[config.mk]
export PLATFORM = sky130hd
export DESIGN_NAME = latest_frame_slot_manager_unit
export DESIGN_NICKNAME = d
export VERILOG_FILES = /design/src/lfsm_pkg.sv /design/src/lfsm_newest_ready.sv /design/src/latest_frame_slot_manager_unit.sv
export SDC_FILE = /design/constraint.sdc
export NUM_CORES = 1
export LEC_CHECK = 0
export ABC_AREA = 1
export BUFFER_PORTS_ARGS = -buffer_cell sky130_fd_sc_hd__buf_2
export CAP_MARGIN = 20
export CORE_ASPECT_RATIO = 1.1
export CORE_MARGIN = 2
export CORE_UTILIZATION = 50
export CTS_CLUSTER_SIZE = 40
export DETAILED_ROUTE_END_ITERATION = 12
export PLACE_DENSITY = 0.71
export SLEW_MARGIN = 20
export SYNTH_ARGS = -nofsm -noshare
export SYNTH_HDL_FRONTEND = slang
export SYNTH_SLANG_ARGS = --single-unit
[constraint.sdc]
create_clock -name clock -period 6.3 [get_ports clock]
set_input_delay 0.945 -clock clock [delete_from_list [all_inputs] [get_ports clock]]
set_output_delay 0.945 -clock clock [all_outputs]
set_load 0.03 [all_outputs]
[src/lfsm_pkg.sv]
package lfsm_pkg;

   typedef enum logic [2:0] {
      OP_BEGIN_WRITE = 3'd0,
      OP_END_WRITE   = 3'd1,
      OP_BEGIN_READ  = 3'd2,
      OP_END_READ    = 3'd3,
      OP_QUERY       = 3'd4
   } op_type;

   typedef enum logic [1:0] {
      RES_DONE           = 2'd0,
      RES_SIZE_REJECTED  = 2'd1,
      RES_NO_SLOT_OPEN   = 2'd2,
      RES_NO_READY_FRAME = 2'd3
   } status_type;

   typedef enum logic [1:0] {
      SLOT_EMPTY   = 2'd0,
      SLOT_WRITING = 2'd1,
      SLOT_READY   = 2'd2,
      SLOT_READING = 2'd3
   } slot_state_type;

   typedef enum logic [0:0] {
      CSR_MAX_WIDTH  = 1'b0,
      CSR_MAX_HEIGHT = 1'b1
   } csr_index_type;

   localparam logic [12:0] MAX_WIDTH_RESET  = 13'd1920;
   localparam logic [12:0] MAX_HEIGHT_RESET = 13'd1080;

   typedef struct packed {
      op_type      op;
      logic [12:0] width;
      logic [12:0] height;
   } req_type;

   typedef struct packed {
      status_type  status;
      logic [2:0]  slot_index;
      logic [29:0] pixel_offset;
      logic [12:0] frame_width;
      logic [12:0] frame_height;
      logic [14:0] row_stride;
      logic        any_ready;
      logic [31:0] frames_written;
   } rsp_type;

   // result of the newest-ready search
   typedef struct packed {
      logic       found;
      logic [2:0] slot;
   } pick_type;

endpackage

[src/lfsm_newest_ready.sv]
module lfsm_newest_ready #(
   parameter int NUM_SLOTS = 3
) (
   input  logic [NUM_SLOTS-1:0]                 ready_mask,
   input  logic [$clog2(NUM_SLOTS)-1:0]         write_ptr,
   output lfsm_pkg::pick_type                   pick
);

   localparam int SLOT_W = $clog2(NUM_SLOTS);

   // walk from the oldest candidate to the newest so the newest ready slot wins
   always_comb begin
      logic [SLOT_W:0] idx;
      pick = '0;
      for (int k = NUM_SLOTS; k >= 1; k--) begin
         idx = {1'b0, write_ptr} + (SLOT_W+1)'(NUM_SLOTS - k);
         if (idx >= (SLOT_W+1)'(NUM_SLOTS)) begin
            idx = idx - (SLOT_W+1)'(NUM_SLOTS);
         end
         if (ready_mask[idx[SLOT_W-1:0]]) begin
            pick.found = 1'b1;
            pick.slot  = 3'(idx[SLOT_W-1:0]);
         end
      end
   end

endmodule

[src/latest_frame_slot_manager_unit.sv]
// Path: an accepted word moves from the request register to the result register
// (two-register path), waiting in the request register while the result is stalled.
// Throughput: one word per cycle; the request register refills in the same cycle
// its word moves on, so only a stalled result holds the input back.
// Reset (synchronous, active high): all slots empty, pointers and frame count
// zero, limits back to 1920 x 1080, both channels empty.
module latest_frame_slot_manager_unit #(
   parameter int NUM_SLOTS         = 3,
   parameter int BYTES_PER_PIXEL   = 4,
   parameter int SLOT_HEADER_BYTES = 16
) (
   input  logic                    clock,
   input  logic                    reset,
   input  logic                    req_valid,
   output logic                    req_ready,
   input  lfsm_pkg::req_type       req_data,
   output logic                    rsp_valid,
   input  logic                    rsp_ready,
   output lfsm_pkg::rsp_type       rsp_data,
   input  logic                    csr_wr_en,
   input  lfsm_pkg::csr_index_type csr_index,
   input  logic [12:0]             csr_wdata
);

   localparam int SLOT_W = $clog2(NUM_SLOTS);
   localparam logic [SLOT_W-1:0] LAST_SLOT = SLOT_W'(NUM_SLOTS - 1);
   localparam logic [29:0] PITCH_RESET =
      30'(lfsm_pkg::MAX_WIDTH_RESET) * 30'(lfsm_pkg::MAX_HEIGHT_RESET)
      * 30'(BYTES_PER_PIXEL) + 30'(SLOT_HEADER_BYTES);

   logic [12:0] max_width_ff, max_height_ff;
   logic [12:0] max_width_in, max_height_in;
   logic [29:0] pitch_ff, pitch_in;

   logic              in_valid_ff, in_valid_in;
   lfsm_pkg::req_type in_data_ff;
   logic              out_valid_ff, out_valid_in;
   lfsm_pkg::rsp_type out_data_ff, out_data_in;
   logic              advance, req_fire;

   lfsm_pkg::slot_state_type slot_state_ff [NUM_SLOTS];
   lfsm_pkg::slot_state_type slot_state_in [NUM_SLOTS];
   logic [12:0]       slot_width_ff [NUM_SLOTS];
   logic [12:0]       slot_width_in [NUM_SLOTS];
   logic [12:0]       slot_height_ff [NUM_SLOTS];
   logic [12:0]       slot_height_in [NUM_SLOTS];
   logic [SLOT_W-1:0] write_ptr_ff, write_ptr_in;
   logic [31:0]       frame_count_ff, frame_count_in;
   logic              open_wr_valid_ff, open_wr_valid_in;
   logic [SLOT_W-1:0] open_wr_slot_ff, open_wr_slot_in;
   logic              open_rd_valid_ff, open_rd_valid_in;
   logic [SLOT_W-1:0] open_rd_slot_ff, open_rd_slot_in;

   logic [NUM_SLOTS-1:0] ready_mask;
   lfsm_pkg::pick_type   pick;
   logic [SLOT_W-1:0]    pick_slot, claim_slot;
   logic [29:0]          claim_offset;

   // handshake
   assign advance   = in_valid_ff && (!out_valid_ff || rsp_ready);
   assign req_ready = !in_valid_ff || advance;
   assign req_fire  = req_valid && req_ready;
   assign rsp_valid = out_valid_ff;
   assign rsp_data  = out_data_ff;

   assign in_valid_in  = req_fire ? 1'b1 : (advance ? 1'b0 : in_valid_ff);
   assign out_valid_in = advance ? 1'b1 : (rsp_ready ? 1'b0 : out_valid_ff);

   always_comb begin
      max_width_in  = max_width_ff;
      max_height_in = max_height_ff;
      if (csr_wr_en) begin
         case (csr_index)
            lfsm_pkg::CSR_MAX_WIDTH:  max_width_in  = csr_wdata;
            lfsm_pkg::CSR_MAX_HEIGHT: max_height_in = csr_wdata;
            default: ;
         endcase
      end
   end

   // slot pitch is registered together with the limits
   assign pitch_in = 30'(max_width_in) * 30'(max_height_in) * 30'(BYTES_PER_PIXEL)
                     + 30'(SLOT_HEADER_BYTES);

   always_comb begin
      for (int i = 0; i < NUM_SLOTS; i++) begin
         ready_mask[i] = (slot_state_ff[i] == lfsm_pkg::SLOT_READY);
      end
   end

   lfsm_newest_ready #(
      .NUM_SLOTS (NUM_SLOTS)
   ) u_newest_ready (
      .ready_mask (ready_mask),
      .write_ptr  (write_ptr_ff),
      .pick       (pick)
   );

   assign pick_slot    = SLOT_W'(pick.slot);
   assign claim_slot   = (in_data_ff.op == lfsm_pkg::OP_BEGIN_READ) ? pick_slot : write_ptr_ff;
   assign claim_offset = 30'(claim_slot) * pitch_ff + 30'(SLOT_HEADER_BYTES);

   always_comb begin
      slot_state_in    = slot_state_ff;
      slot_width_in    = slot_width_ff;
      slot_height_in   = slot_height_ff;
      write_ptr_in     = write_ptr_ff;
      frame_count_in   = frame_count_ff;
      open_wr_valid_in = open_wr_valid_ff;
      open_wr_slot_in  = open_wr_slot_ff;
      open_rd_valid_in = open_rd_valid_ff;
      open_rd_slot_in  = open_rd_slot_ff;
      out_data_in      = '0;
      out_data_in.status = lfsm_pkg::RES_DONE;

      case (in_data_ff.op)
         lfsm_pkg::OP_BEGIN_WRITE: begin
            if (in_data_ff.width > max_width_ff || in_data_ff.height > max_height_ff) begin
               out_data_in.status = lfsm_pkg::RES_SIZE_REJECTED;
            end else begin
               slot_state_in[write_ptr_ff]  = lfsm_pkg::SLOT_WRITING;
               slot_width_in[write_ptr_ff]  = in_data_ff.width;
               slot_height_in[write_ptr_ff] = in_data_ff.height;
               write_ptr_in     = (write_ptr_ff == LAST_SLOT) ? '0 : write_ptr_ff + SLOT_W'(1);
               open_wr_valid_in = 1'b1;
               open_wr_slot_in  = write_ptr_ff;
               out_data_in.slot_index   = 3'(write_ptr_ff);
               out_data_in.pixel_offset = claim_offset;
               out_data_in.frame_width  = in_data_ff.width;
               out_data_in.frame_height = in_data_ff.height;
               out_data_in.row_stride   = 15'(in_data_ff.width) * 15'(BYTES_PER_PIXEL);
            end
         end
         lfsm_pkg::OP_END_WRITE: begin
            if (!open_wr_valid_ff) begin
               out_data_in.status = lfsm_pkg::RES_NO_SLOT_OPEN;
            end else begin
               slot_state_in[open_wr_slot_ff] = lfsm_pkg::SLOT_READY;
               frame_count_in   = frame_count_ff + 32'd1;
               open_wr_valid_in = 1'b0;
               out_data_in.slot_index = 3'(open_wr_slot_ff);
            end
         end
         lfsm_pkg::OP_BEGIN_READ: begin
            if (!pick.found) begin
               out_data_in.status = lfsm_pkg::RES_NO_READY_FRAME;
            end else begin
               slot_state_in[pick_slot] = lfsm_pkg::SLOT_READING;
               open_rd_valid_in = 1'b1;
               open_rd_slot_in  = pick_slot;
               out_data_in.slot_index   = pick.slot;
               out_data_in.pixel_offset = claim_offset;
               out_data_in.frame_width  = slot_width_ff[pick_slot];
               out_data_in.frame_height = slot_height_ff[pick_slot];
               out_data_in.row_stride   = 15'(slot_width_ff[pick_slot]) * 15'(BYTES_PER_PIXEL);
            end
         end
         lfsm_pkg::OP_END_READ: begin
            if (!open_rd_valid_ff) begin
               out_data_in.status = lfsm_pkg::RES_NO_SLOT_OPEN;
            end else begin
               slot_state_in[open_rd_slot_ff] = lfsm_pkg::SLOT_EMPTY;
               open_rd_valid_in = 1'b0;
               out_data_in.slot_index = 3'(open_rd_slot_ff);
            end
         end
         default: begin
            // query and unused codes: report only
         end
      endcase

      for (int i = 0; i < NUM_SLOTS; i++) begin
         if (slot_state_in[i] == lfsm_pkg::SLOT_READY) begin
            out_data_in.any_ready = 1'b1;
         end
      end
      out_data_in.frames_written = frame_count_in;
   end

   always_ff @(posedge clock) begin
      if (reset) begin
         max_width_ff     <= lfsm_pkg::MAX_WIDTH_RESET;
         max_height_ff    <= lfsm_pkg::MAX_HEIGHT_RESET;
         pitch_ff         <= PITCH_RESET;
         in_valid_ff      <= 1'b0;
         out_valid_ff     <= 1'b0;
         write_ptr_ff     <= '0;
         frame_count_ff   <= '0;
         open_wr_valid_ff <= 1'b0;
         open_wr_slot_ff  <= '0;
         open_rd_valid_ff <= 1'b0;
         open_rd_slot_ff  <= '0;
         for (int i = 0; i < NUM_SLOTS; i++) begin
            slot_state_ff[i]  <= lfsm_pkg::SLOT_EMPTY;
            slot_width_ff[i]  <= '0;
            slot_height_ff[i] <= '0;
         end
      end else begin
         max_width_ff  <= max_width_in;
         max_height_ff <= max_height_in;
         pitch_ff      <= pitch_in;
         in_valid_ff   <= in_valid_in;
         out_valid_ff  <= out_valid_in;
         if (advance) begin
            slot_state_ff    <= slot_state_in;
            slot_width_ff    <= slot_width_in;
            slot_height_ff   <= slot_height_in;
            write_ptr_ff     <= write_ptr_in;
            frame_count_ff   <= frame_count_in;
            open_wr_valid_ff <= open_wr_valid_in;
            open_wr_slot_ff  <= open_wr_slot_in;
            open_rd_valid_ff <= open_rd_valid_in;
            open_rd_slot_ff  <= open_rd_slot_in;
         end
      end
   end

   always_ff @(posedge clock) begin
      if (req_fire) begin
         in_data_ff <= req_data;
      end
      if (advance) begin
         out_data_ff <= out_data_in;
      end
   end

endmodule

==> results of run 1 <==
registers in the layout, indices dropped and copies added (netlist names):
name,cells
pitch_ff,27
open_wr_slot_ff,2
in_data_ff,29
open_rd_valid_ff,1
max_width_ff,13
slot_state_ff,6
rsp_data,91
slot_height_ff,39
max_height_ff,13
frame_count_ff,32
open_wr_valid_ff,1
open_rd_slot_ff,2
write_ptr_ff,2
slot_width_ff,39
rsp_valid,1
in_valid_ff,1
metal layers:
layer,global-route usage,part of all wire
met1,0.325,0.43
met2,0.439,0.48
met3,0.0315,0.057
met4,0.0746,0.032
met5,0,0
worst max-delay path by stage:
stage                   end  cells after the start
2_1_floorplan  pitch_ff[25]                     28
4_1_cts        pitch_ff[26]                     31
5_1_grt        pitch_ff[25]                     33
3_3_place_gp   pitch_ff[27]                     33
6_report       pitch_ff[27]                     34
3_5_place_dp   pitch_ff[24]                     29
Yosys cell counts (7+ instances only):
| cell | count | area (sq um) |
|---|---|---|
| o21ai_1 | 24 | 120 |
| nand3_1 | 91 | 455 |
| nor3_1 | 32 | 160 |
| xnor2_1 | 10 | 87.6 |
| xor2_1 | 37 | 324 |
| nor2_2 | 9 | 56.3 |
| ha_1 | 155 | 1940 |
| a22o_1 | 7 | 61.3 |
| nand2_2 | 21 | 131 |
| inv_1 | 469 | 1760 |
| nor2_1 | 393 | 1480 |
| o21ai_0 | 207 | 1040 |
| fa_1 | 122 | 2440 |
| buf_4 | 23 | 173 |
| nand2_1 | 498 | 1870 |
| nor2_4 | 12 | 135 |
| dfxtp_1 | 179 | 3580 |
| buf_2 | 16 | 80.1 |
| nand4_1 | 31 | 194 |
| inv_2 | 16 | 60.1 |
| clkbuf_1 | 44 | 165 |
| a21oi_1 | 170 | 851 |
| edfxtp_1 | 120 | 3600 |
final cells by class:
cell class                      instances  area, sq um
Sequential cell                       299         7190
Timing Repair Buffer                  344         2280
Clock inverter                          9          135
Tap cell                              567          709
Fill cell                            3860        17000
Clock buffer                           48          900
Multi-Input combinational cell       1874        12000
Inverter                              490         1860
worst max-delay path: cells and delay by family:
family,cells,cell delay [ns]
buffers and inverters,13,1.34
AO/OA/AOI/OAI,1,0.06
AND/OR/NAND/NOR,14,1.43
adder cells (fa/ha/maj),6,2.74
what timing repair did:
action,CTS,global route
gates resized for setup,0,60
buffers inserted,0,11
hold buffers,0,0
setup endpoints to repair,0,11
logic make-up after synthesis:
| kind of cell | after synthesis |
|---|---|
| adder cells (fa/ha/maj) | 277 |
| XOR/XNOR | 47 |
| flip-flops | 299 |
| buffers and inverters | 578 |
| other | 1 |
| AND/OR/NAND/NOR | 1114 |
| AO/OA/AOI/OAI | 431 |
power breakdown:
group	internal [mW]	switching, mW	total [mW]
clock	1.10	0.761	1.86
sequential	2.17	0.0654	2.23
combinational	4.32	5.93	10.3
through the flow:
stage,util,setup slack [ns],cells
floorplan,-,0.0205,2751
global placement,0.563,-0.306,3562
detailed placement,0.563,-0.392,3562
CTS,0.588,0.206,3619
global route,0.595,-0.0510,3631
finish,0.595,0.251,3631
==> results.py, run 1 <==
metrics = {
    "floorplan": {
        "ios": 159,
        "start_util": 0.505,
        "die_height_um": 220,
        "die_w_um": 201,
        "core_sq_um": 42100,
        "dieArea_sq_um": 44200,
        "rows": 79,
    },
    "synthesis": {
        "ys_ff_latch": 299,
        "avgSynthCellArea_sq_um": 7.74,
        "synthCells": 2747,
        "yosys_most_used_dff": "dfxtp_1",
        "synth_area_sq_um": 21300,
        "synth_compound_gate_area_share": 0.106,
        "ys_seq_area_frac": 0.338,
        "synth-xor-area-share": 0.0194,
        "synthSimpleGateAreaFrac": 0.223,
        "synth_cell_types": 50,
        "muxShareOfSynthArea": 0,
        "synth-async-reset-ratio": 0,
        "synth_edf_count": 120,
        "ys_warn_count": 0,
        "synth_fa_ha_area_frac": 0.206,
        "synth_top_family_by_area": "simple AND/OR/NAND/NOR gates",
    },
    "setup_path": {
        "worst_r2r_endpoint": "pitch_ff[25]",
        "worstRegToRegCells": 27,
        "end_kind": "flop",
        "crit_path_max_incr_delay_ns": 0.53,
        "crit_path_top_delay_cell": "fa_1",
        "cp-start-kind": "input port",
        "rrSetupSlack_ns": 0.63,
        "r2r_start": "max_height_ff[3]",
        "cp_max_fo": 13,
        "critPathLaunch": "csr_wr_en",
        "critPathMostFrequentCell": "nand2_1",
        "cp_data_arrival_time_ns": 6.55,
        "critPathKind": "input port to flop",
        "critical_path_required_ns": 6.80,
    },
    "place": {
        "placed_area_sq_um": 23700,
        "place_congestion": 0.959,
        "io_buffers": 153,
        "place_hpwl_um": 44300,
    },
    "sta": {
        "fin_crit_sh": 0.960,
        "finalSetupTns_ns": 0,
        "hold_viol_final": 0,
        "grt_setup_unrepaired": "true",
        "whs_ns": 0.448,
        "report.final.slew_viol_count": 0,
        "maxSlewHeadroom": 0.229,
        "clock.fmax_ghz": 0.165,
        "skew_ns": 0.0127,
        "fin_crit_ns": 6.05,
        "tightestPinTransition_ns": 1.15,
        "setup_violations": 0,
    },
    "finish": {
        "final_cell_mix": "nand2_1 (483), inv_1 (460), nor2_1 (383)",
        "drive_above_1_share": 0.169,
        "stdcell_area_sq_um": 25100,
        "final_common_cell": "nand2_1",
        "nets": 3365,
        "diodes": 0,
        "area_growth_pct": 17.8,
    },
    "routing": {
        "wl_um": 56500,
        "drc": 0,
        "ant_nets": 0,
        "dr.pass1.iters": 6,
        "viasPerCell": 5.16,
        "vias": 18800,
        "drt_iter0_markers": 1408,
        "drt-wirelength-per-cell_um": 15.6,
    },
    "min_path": {
        "hp-class": "flop to flop",
        "hold_start": "slot_width_ff[6]",
        "holdPathStages": 2,
        "hold_path_end": "slot_width_ff[6]",
    },
    "status": {
        "status": "completed",
    },
    "clocking": {
        "clkSlewWorstSetupHoldPaths_ns": 0.06,
        "clk_path_buf_depth": 3,
        "h-tree-depth": 1,
        "clockRootBuffer": "clkbuf_16",
        "clock_sinks": 299,
        "cts-buffers-inserted": 31,
        "clock_latency_ns": 0.57,
        "cts_tree": "yes",
    },
    "power_and_ir_drop": {
        "ir_drop_v": 0.000610,
        "powerDensity_nw_per_um2": 573,
        "leakage_nw": 12.0,
        "p_total_mw": 14.4,
    },
    "grt": {
        "grt_max_degree": 87,
        "grt_pass1_vias": 17800,
        "overflow": 0,
        "grt_use_total": 0.250,
        "antenna_found_initial": 0,
        "grt_pass1_wl_um": 89500,
    },
    "flow_run": {
        "cap_violations": 0,
    },
}
Power figures use the tool's default switching activity.
==> run 2, diff against run 1 <==
PLACE_DENSITY = 0.68   (was 0.71)
SYNTH_HIERARCHICAL = 1   (was default)
clock period = 7.3 ns   (was 6.3 ns; I/O delays follow)
==> results.py, run 2 <==
metrics = {
    "clocking": {
        "clockRootBuffer": "clkbuf_16",
        "cts-buffers-inserted": 31,
        "postCtsResizedCells": 0,
        "h-tree-depth": 1,
        "clock_latency_ns": 0.59,
        "clkSlewWorstSetupHoldPaths_ns": 0.06,
        "post_cts_buffers": 0,
        "clock_sinks": 300,
        "clk_path_buf_depth": 3,
        "cts_tree": "yes",
        "holdBufCountCts": 0,
    },
    "finish": {
        "area_growth_pct": 11.0,
        "multi_input_area_sq_um": 11800,
        "drive_above_1_share": 0.111,
        "final_cell_mix": "nand2_1 (549), inv_1 (449), nor2_1 (346)",
        "fill_cells": 3952,
        "largest_register_ffs": 92,
        "regArea_sq_um": 7220,
        "nets": 3160,
        "diodes": 0,
        "final_common_cell": "nand2_1",
        "final_util": 0.559,
        "stdcell_area_sq_um": 23500,
        "finalNonFillerCells": 3429,
    },
    "setup_path": {
        "critPathKind": "input port to flop",
        "worst_r2r_endpoint": "pitch_ff[26]",
        "worstRegToRegCells": 26,
        "crit_path_max_incr_delay_ns": 0.75,
        "cp-start-kind": "input port",
        "end_kind": "flop",
        "critPathLaunch": "csr_wr_en",
        "rrSetupSlack_ns": 1.10,
        "r2r_start": "max_height_ff[8]",
        "crit_path_top_delay_cell": "o21ai_1",
        "cp_data_arrival_time_ns": 7.30,
        "critical_path_required_ns": 7.77,
        "cp_max_fo": 12,
        "critPathMostFrequentCell": "nand2_1",
    },
    "place": {
        "placed_area_sq_um": 22500,
        "io_buffers": 154,
        "place_hpwl_um": 41500,
        "place_congestion": 0.896,
        "placed_cells": 3371,
    },
    "routing": {
        "drt_iter0_markers": 1154,
        "ant_nets": 0,
        "dr_wl_met3_um": 2940,
        "drt-met1-wl_um": 24000,
        "dr.pass1.iters": 8,
        "drc": 0,
        "wl_um": 54600,
        "drt-wirelength-per-cell_um": 15.9,
        "wl_met2_um": 25900,
        "viasPerCell": 5.21,
        "vias": 17900,
        "top_layer_used": "met4",
    },
    "floorplan": {
        "core_sq_um": 42000,
        "rows": 79,
        "ios": 159,
        "dieArea_sq_um": 44000,
        "die_w_um": 200,
        "die_height_um": 220,
        "start_util": 0.504,
    },
    "synthesis": {
        "synth_edf_count": 121,
        "synth.area.top_cells": "edfxtp_1 (17%), dfxtp_1 (17%), fa_1 (12%)",
        "avgSynthCellArea_sq_um": 7.82,
        "synthCells": 2704,
        "ys_warn_count": 6,
        "synth_top_area_share": 0.172,
        "yosys_most_used_dff": "dfxtp_1",
        "synth_cell_types": 55,
        "synth.top_cells.by_count": "nand2_1 (550), inv_1 (450), nor2_1 (348), a21oi_1 (184), dfxtp_1 (179)",
        "ys_ff_latch": 300,
        "synth_top_area_cell": "edfxtp_1",
        "synth-async-reset-ratio": 0,
        "synth_area_sq_um": 21200,
        "yosysMostFrequentCell": "nand2_1",
        "ys_seq_area_frac": 0.341,
    },
    "grt": {
        "overflow": 0,
        "antenna_found_initial": 0,
        "grt_max_degree": 79,
        "grt_use_total": 0.247,
        "grt_pass1_wl_um": 88000,
        "grt_pass1_vias": 17200,
    },
    "sta": {
        "setup_violations": 0,
        "maxSlewHeadroom": 0.350,
        "fin_crit_ns": 6.83,
        "skew_ns": 0.0209,
        "hold_viol_final": 0,
        "report.final.slew_viol_count": 0,
        "tightestPinTransition_ns": 0.968,
        "clock.fmax_ghz": 0.146,
        "grt_setup_unrepaired": "false",
        "whs_ns": 0.464,
        "fin_crit_sh": 0.936,
    },
    "flow_run": {
        "cap_violations": 0,
    },
    "min_path": {
        "hold_path_end": "slot_width_ff[12]",
        "hp-class": "flop to flop",
        "hold_start": "slot_width_ff[12]",
        "holdPathStages": 2,
    },
    "power_and_ir_drop": {
        "p_total_mw": 9.58,
        "powerDensity_nw_per_um2": 408,
        "leakage_nw": 11.1,
        "ir_drop_v": 0.000495,
    },
    "status": {
        "status": "completed",
    },
}
[run 2: cell type report]
class / count / area share
Inverter: 471 / 0.0754
Timing Repair Buffer: 187 / 0.0435
Multi-Input combinational cell: 1846 / 0.501
Clock buffer: 43 / 0.0372
Tap cell: 567 / 0.0302
Sequential cell: 300 / 0.307
Clock inverter: 15 / 0.00565
[run 2: how the worst max path moves through the flow]
stage / end / cells past startpoint / slack [ns]
5_1_grt: pitch_ff[26] / 27 / 0.02
3_3_place_gp: pitch_ff[26] / 27 / -0.05
4_1_cts: pitch_ff[26] / 27 / 0.54
6_report: pitch_ff[26] / 27 / 0.47
2_1_floorplan: pitch_ff[26] / 29 / 0.79
3_5_place_dp: pitch_ff[26] / 27 / -0.06
[run 2: power by group]
group / internal, mW / switching, mW / total, mW
registers: 1.88 / 0.0557 / 1.94
clock network: 0.904 / 0.665 / 1.57
logic: 2.02 / 4.06 / 6.08
[run 2: cells by family (layout without fill, tap and decap cells)]
family / count (synthesis) / after routing / synth area share
buf+inv: 561 / 716 / 0.104
fa+ha+maj: 275 / 275 / 0.206
compound gates: 420 / 420 / 0.109
other cells: 2 / 5 / 0.000355
xor+xnor: 45 / 45 / 0.0190
simple gates: 1101 / 1101 / 0.220
flops: 300 / 300 / 0.341
[run 2: through the flow]
stage | worst slack [ns] | TNS [ns]
6_report | 0.471 | 0
4_1_cts | 0.535 | 0
3_3_place_gp | -0.0505 | -0.0742
2_1_floorplan | 0.790 | 0
5_1_grt | 0.0154 | 0
3_5_place_dp | -0.0611 | -0.269
[run 2: per-layer routing]
layer | global-route usage | up-vias
met4 | 0.0774 | 0
li1 | - | 8839
met5 | 0 | -
met2 | 0.430 | 602
met1 | 0.324 | 8316
met3 | 0.0248 | 111
[run 2: worst max-delay path, delay by kind of cell]
family / cells / cell delay, ns
buf+inv: 6 / 0.88
fa+ha+maj: 6 / 2.80
compound gates: 1 / 0.75
simple gates: 14 / 1.76
